===== config.mk =====
export PLATFORM = sky130hd
export DESIGN_NAME = ppoc_cell
export DESIGN_NICKNAME = d
export VERILOG_FILES = /design/src/rtl/core/ppoc_pkg.sv /design/src/rtl/core/ppoc_cell.sv
export SDC_FILE = /design/constraint.sdc
export NUM_CORES = 1
export LEC_CHECK = 0
export ABC_CLOCK_PERIOD_IN_PS = 6000
export BUFFER_PORTS_ARGS = -buffer_cell sky130_fd_sc_hd__buf_2
export CORE_ASPECT_RATIO = 0.9
export CORE_MARGIN = 10
export CORE_UTILIZATION = 35
export CTS_CLUSTER_DIAMETER = 100
export DETAILED_ROUTE_END_ITERATION = 16
export PLACE_DENSITY = 0.75
export SETUP_SLACK_MARGIN = 0.2
export SYNTH_ARGS = -nofsm -noshare
export SYNTH_HDL_FRONTEND = slang
export SYNTH_SLANG_ARGS = --single-unit

===== constraint.sdc =====
create_clock -name clk -period 6 [get_ports clk]
set_clock_uncertainty 0.2 [all_clocks]
set_input_delay 0.9 -clock clk [delete_from_list [all_inputs] [get_ports clk]]
set_output_delay 0.9 -clock clk [all_outputs]
set_load 0.01 [all_outputs]

===== src/rtl/core/ppoc_pkg.sv =====
// Shared types and codes for the push/pop order classifier.
`timescale 1ns / 1ps

package ppoc_pkg;

	localparam logic       MODE_PUSH        = 1'b0;
	localparam logic       MODE_POP         = 1'b1;

	localparam logic [2:0] VERDICT_NONE     = 3'd0;
	localparam logic [2:0] VERDICT_UNSURE   = 3'd1;
	localparam logic [2:0] VERDICT_QUEUE    = 3'd2;
	localparam logic [2:0] VERDICT_PRIORITY = 3'd3;
	localparam logic [2:0] VERDICT_STACK    = 3'd4;

	typedef struct packed {
		logic               mode;
		logic signed [31:0] value;
		logic               last;
	} in_item_t;

	typedef struct packed {
		logic [2:0] verdict;
		logic       overflow;
		logic       trace_end;
	} out_item_t;

	typedef struct packed {
		logic               ins;
		logic               shift;
		logic signed [31:0] value;
	} cell_ctl_t;

endpackage


===== src/rtl/core/ppoc_cell.sv =====
// One cell of the sorted chain that models the max-priority queue.
`timescale 1ns / 1ps

module ppoc_cell #(
	parameter int IDX = 0,
	parameter int CW  = 11
) (
	input  logic                clk,
	input  ppoc_pkg::cell_ctl_t ctl,
	input  logic [CW-1:0]       count,
	input  logic signed [31:0]  prev_val,
	input  logic                prev_ge,
	input  logic signed [31:0]  next_val,
	output logic signed [31:0]  val,
	output logic                ge
);

	logic signed [31:0] val_q;
	logic               occ;

	assign occ = count > CW'(IDX);
	assign ge  = occ && (val_q >= ctl.value);
	assign val = val_q;

	always_ff @(posedge clk) begin
		priority if (ctl.ins) begin
			if (!ge) begin
				val_q <= prev_ge ? ctl.value : prev_val;
			end
		end else if (ctl.shift) begin
			val_q <= next_val;
		end
	end

endmodule


=== Yosys cells after proc, flatten, opt, wreduce, memory -nomap -nowiden ===
Cells that the tools add are included.

* Div/mod/pow operators: 0
* $add $sub $neg: 0
* Equal/unequal tests: 1
* $mul: 0
* Mux-type cells: 4
* Magnitude comparators: 2
* Shift-type cells: 0
* Bitwise operators: 0
* Reduce and logical (&&, ||, !) cells: 3

{| class="wikitable"
|+ Operators by type and width
! cell !! count
|-
| two-way mux 32 bit || 4
|-
| >= comparator 32 bit || 1
|-
| > comparator 11 x 1 -> 1 bit (second input constant) || 1
|-
| != test 2 bit (second input constant) || 1
|-
| AND reduction 2 bit || 1
|-
| nonzero test 2 bit || 1
|-
| logical AND 1 bit || 1
|}

* Logic and storage cells: 11
* Input port bits: 111
* ROM bits: 0
* Memories kept: 0
* Output and inout port bits: 33
* Latch bits: 0
* Bits in writable memories: 0
* Register bits after elaboration: 32

=== Longest topological paths before layout ===
* Depth after elaboration: 4
* Gate-level depth with buffers: 8
* Gate-level depth less buffers: 8

=== Worst setup path before layout ===
No wires, ideal clock.

* Path type: input port to flip-flop
* Start: input port ctl[14] (netlist bit)
* End: register val_q[0], in the netlist val[0] (enable)
* Path buffers: 0
* Setup time: 0.394 ns
* Path slack: 2.302 ns
* Stages on the path: 8
* Data arrival time: 3.104 ns
* Data required time: 5.406 ns
* Path through: inv_1 > ha_1 > and4_4 > a211oi_2 > o21ai_1 > o32ai_1 > nor3b_2 > o32a_1

* Word-level cells in the longest chain between the ends: 4

{| class="wikitable"
|+ Ends and longest elaborated chain
! what !! RTL line !! text
|-
| start: declaration || ppoc_cell.sv:9 || <nowiki>input ppoc_pkg::cell_ctl_t ctl,</nowiki>
|-
| >= comparator 32 bit || ppoc_cell.sv:22 || <nowiki>assign ge = occ && (val_q >= ctl.value);</nowiki>
|-
| logical AND 1 bit || ppoc_cell.sv:22 ||
|-
| != test 2 bit (no source line) || n/a ||
|-
| AND reduction 2 bit (no source line) || n/a ||
|-
| end signal: assignment || ppoc_cell.sv:28 || <nowiki>val_q <= prev_ge ? ctl.value : prev_val;</nowiki>
|-
| end signal: assignment || ppoc_cell.sv:31 || <nowiki>val_q <= next_val;</nowiki>
|-
| end: declaration || ppoc_cell.sv:18 || <nowiki>logic signed [31:0] val_q;</nowiki>
|}

Every way passes these cells.
A chain may end at the register's enable or synchronous reset.

=== Final worst setup path ===
* Start: input port ctl[14] (netlist bit)
* End: output port ge

* Word-level cells in the longest chain between the ends: 2

{| class="wikitable"
|+ Ends and longest elaborated chain
! what !! RTL line !! text
|-
| >= comparator 32 bit || ppoc_cell.sv:22 ||
|-
| logical AND 1 bit || ppoc_cell.sv:22 ||
|-
| end: declaration || ppoc_cell.sv:15 || <nowiki>output logic ge</nowiki>
|}

Every way passes these cells.

==> flow_summary.toml <==
[floorplan]
die_h_um = 100
die_w_um = 109
rows = 29
core_region_area_um2 = 7000
ios = 144
dieArea_um2 = 10900
start_util = 0.357

[critical_path]
required_ns = 4.90
crit_fanout = 3
r2r_end = "val[15]$_DFFE_PP_"
path_cells = "buf_2 > inv_1 > ha_1 > and4_4 > a211oi_2 > o21ai_1 > o32ai_1 > nor3b_2 > nor3_1 > buf_2"
cpMostUsedCell = "buf_2"
critPathMaxStageDelay_ns = 0.35
worst_ep_arrival_time_ns = 2.75
r2r-start = "val[14]$_DFFE_PP_"
worst_r2r_path_depth = 7
critPathCaptureType = "output port"
cp_slowest_cell = "o32ai_1"
cp-start-kind = "primary input"
criticalPathCategory = "primary input to output port"
r2r_slack_ns = 2.82

[worst_hold_path]
min_to = "val[14]$_DFFE_PP_"
whs_path_depth = 3
holdCritStartpoint = "next_val[14]"
holdCritPathClass = "primary input to flip-flop"

[route]
drt_iter0_drc = 63
routed_via_density = 4.84
avgRoutedWirePerCell_um = 15.7
drcViolationCount = 0
dr.pass1.iters = 4
final_antenna_net_count = 0
routed_wl_um = 7710
vias = 2381

[sta]
min_period_ns = 3.85
rsz0062_at_grt = "no"
setup_tns_ns = 0
post-route-period-util = 0.642
fmax_mhz = 260
worstMarginPinSlew_ns = 1.12
setup_viol = 0
drv_slew = 0
finalHoldViolCount = 0
slew_headroom = 0.256
fin_ws_ns = 2.15

[clock_network]
cts_setup_buffers = 0
cts_resized = 0
cts_buffers = 5
clock_latency_ns = 0.28
clk_path_buf_depth = 2
cts_sinks = 32
clock-root-buffer = "clkbuf_8"
ctsHoldBuffers = 0
cts_tree = "built"
ctsHtreeMaxLevel = 2
clkTransAtPathRegs_ns = 0.07

[cells_and_area]
largest_reg_flops = 32
areaGrowthSynthToFinish_pct = 34.6
drive_above_1_share = 0.393
final_common_cell = "buf_2"
antennaDiodeCount = 0
final_cell_mix = "buf_2, a21oi_1, nor2_1"
nNetsFinal = 542

[outcome]
status = "finished, final reports clean"

[global_route]
grt_max_degree = 67
use_met3 = 0.0512
grt_pass1_wl_um = 12100
use_met1 = 0.149
grtUsageMet2 = 0.246
busiest_layer = "met2"
grt_use_total = 0.138
grt-ovfl-total = 0
antenna_found_initial = 1
first_global_vias = 2627

[placed_design]
pre_cts_slack_ns = 2.13
io_buffers = 143
gp_congestion = 0.796
dp_hpwl_um = 6370

[synthesis]
yosysWarnings = 0
synth_area_um2 = 2500
syn_inst = 260
yosysUniqueCellTypes = 33
synth_area_per_cell_um2 = 9.61
yosysSeqAreaShare = 0.384
ys_ff_latch = 32
synth_nets = 403

[power_and_ir_drop]
p_per_area_nw_per_um2 = 200
peakVddDrop_v = 0.0000955
p_leak_nw = 1.73

[run]
maxCapViolations = 0
## through the flow
| step | area, um^2 | hold WS (ns) | power [W] | utilization | std cells |
|---|---|---|---|---|---|
| floorplan | 2500 | 0.926 | 0.000424 | - | 260 |
| global placement | 3290 | 1.02 | 0.000514 | 0.470 | 485 |
| detailed placement | 3290 | 1.03 | 0.000522 | 0.470 | 485 |
| CTS | 3370 | 0.727 | 0.000684 | 0.481 | 492 |
| global route | 3370 | 0.740 | 0.000721 | 0.481 | 492 |
| finish | 3370 | 0.735 | 0.000672 | 0.481 | 492 |
## metal layers
| layer | wire length (um) | vias up |
|---|---|---|
| met5 | 13 | - |
| met4 | 102 | 2 |
| met3 | 715 | 12 |
| met2 | 3760 | 84 |
| met1 | 3120 | 1064 |
| li1 | - | 1219 |
## synthesized netlist by cell type, drive strengths merged
library cell / number / area share
a21oi: 44 / 0.088
a21o: 2 / 0.0060
and4: 3 / 0.012
nor2b: 2 / 0.0050
o31ai: 1 / 0.0050
o32a: 1 / 0.0040
clkbuf: 7 / 0.011
mux2i: 32 / 0.13
buf: 4 / 0.0075
and3: 1 / 0.0025
o21ai: 4 / 0.0080
nand2: 8 / 0.012
o32ai: 1 / 0.0035
inv: 32 / 0.048
o21a: 1 / 0.0030
a211oi: 3 / 0.013
ha: 32 / 0.16
nand2b: 2 / 0.0050
nor2: 33 / 0.050
nor4: 3 / 0.0075
nor3b: 1 / 0.0050
o211ai: 1 / 0.0030
nand3: 2 / 0.0060
nor4b: 1 / 0.0060
nand4: 4 / 0.010
edfxtp: 32 / 0.38
nor3: 2 / 0.0040
o2bb2ai: 1 / 0.0035
## where the power goes
part	total [W]	switching, W	leakage, nW	internal, W
registers	0.000296	0.0000131	0.308	0.000282
clock network	0.000159	0.0000797	0.0410	0.0000789
logic	0.000218	0.000119	1.38	0.0000993
total	0.000672	0.000212	1.73	0.000461
## kinds of logic (layout without fill, tap and decap cells)
logic type / count (synthesis) / after routing / share of synthesized area
AO/OA/AOI/OAI: 59 / 59 / 0.137
AND/OR/NAND/NOR: 62 / 62 / 0.124
buffers and inverters: 43 / 182 / 0.0661
multiplexers: 32 / 32 / 0.128
adder cells (fa/ha/maj): 32 / 32 / 0.160
flip-flops: 32 / 32 / 0.384
## worst max-delay path by stage
stage | to | slack (ns) | startpoint
after global placement | ge | 2.19 | ctl[14]
after floorplan | val[0]$_DFFE_PP_ | 2.30 | ctl[14]
after CTS | ge | 2.12 | ctl[14]
final | ge | 2.15 | ctl[14]
after global routing | ge | 1.95 | ctl[14]
after detailed placement | val[16]$_DFFE_PP_ | 2.13 | ctl[14]
## worst max-delay path: cells and delay by family
| family | cells | cell delay, ns |
|---|---|---|
| AOI/OAI and AO/OA | 3 | 0.66 |
| adders and majority gates | 1 | 0.32 |
| buffers and inverters | 3 | 0.30 |
| and+or+nand+nor | 3 | 0.56 |
## layout make-up
| class | instances | area, um^2 |
|---|---|---|
| clock buffers | 6 | 72.6 |
| repair buffers | 143 | 716 |
| well taps | 93 | 116 |
| multi-input cells | 185 | 1380 |
| flip-flops and latches | 32 | 961 |
| clock inverters | 1 | 5.00 |
| fillers | 689 | 3640 |
| inverters | 32 | 120 |
No activity file was read; power rests on OpenSTA's default activity.
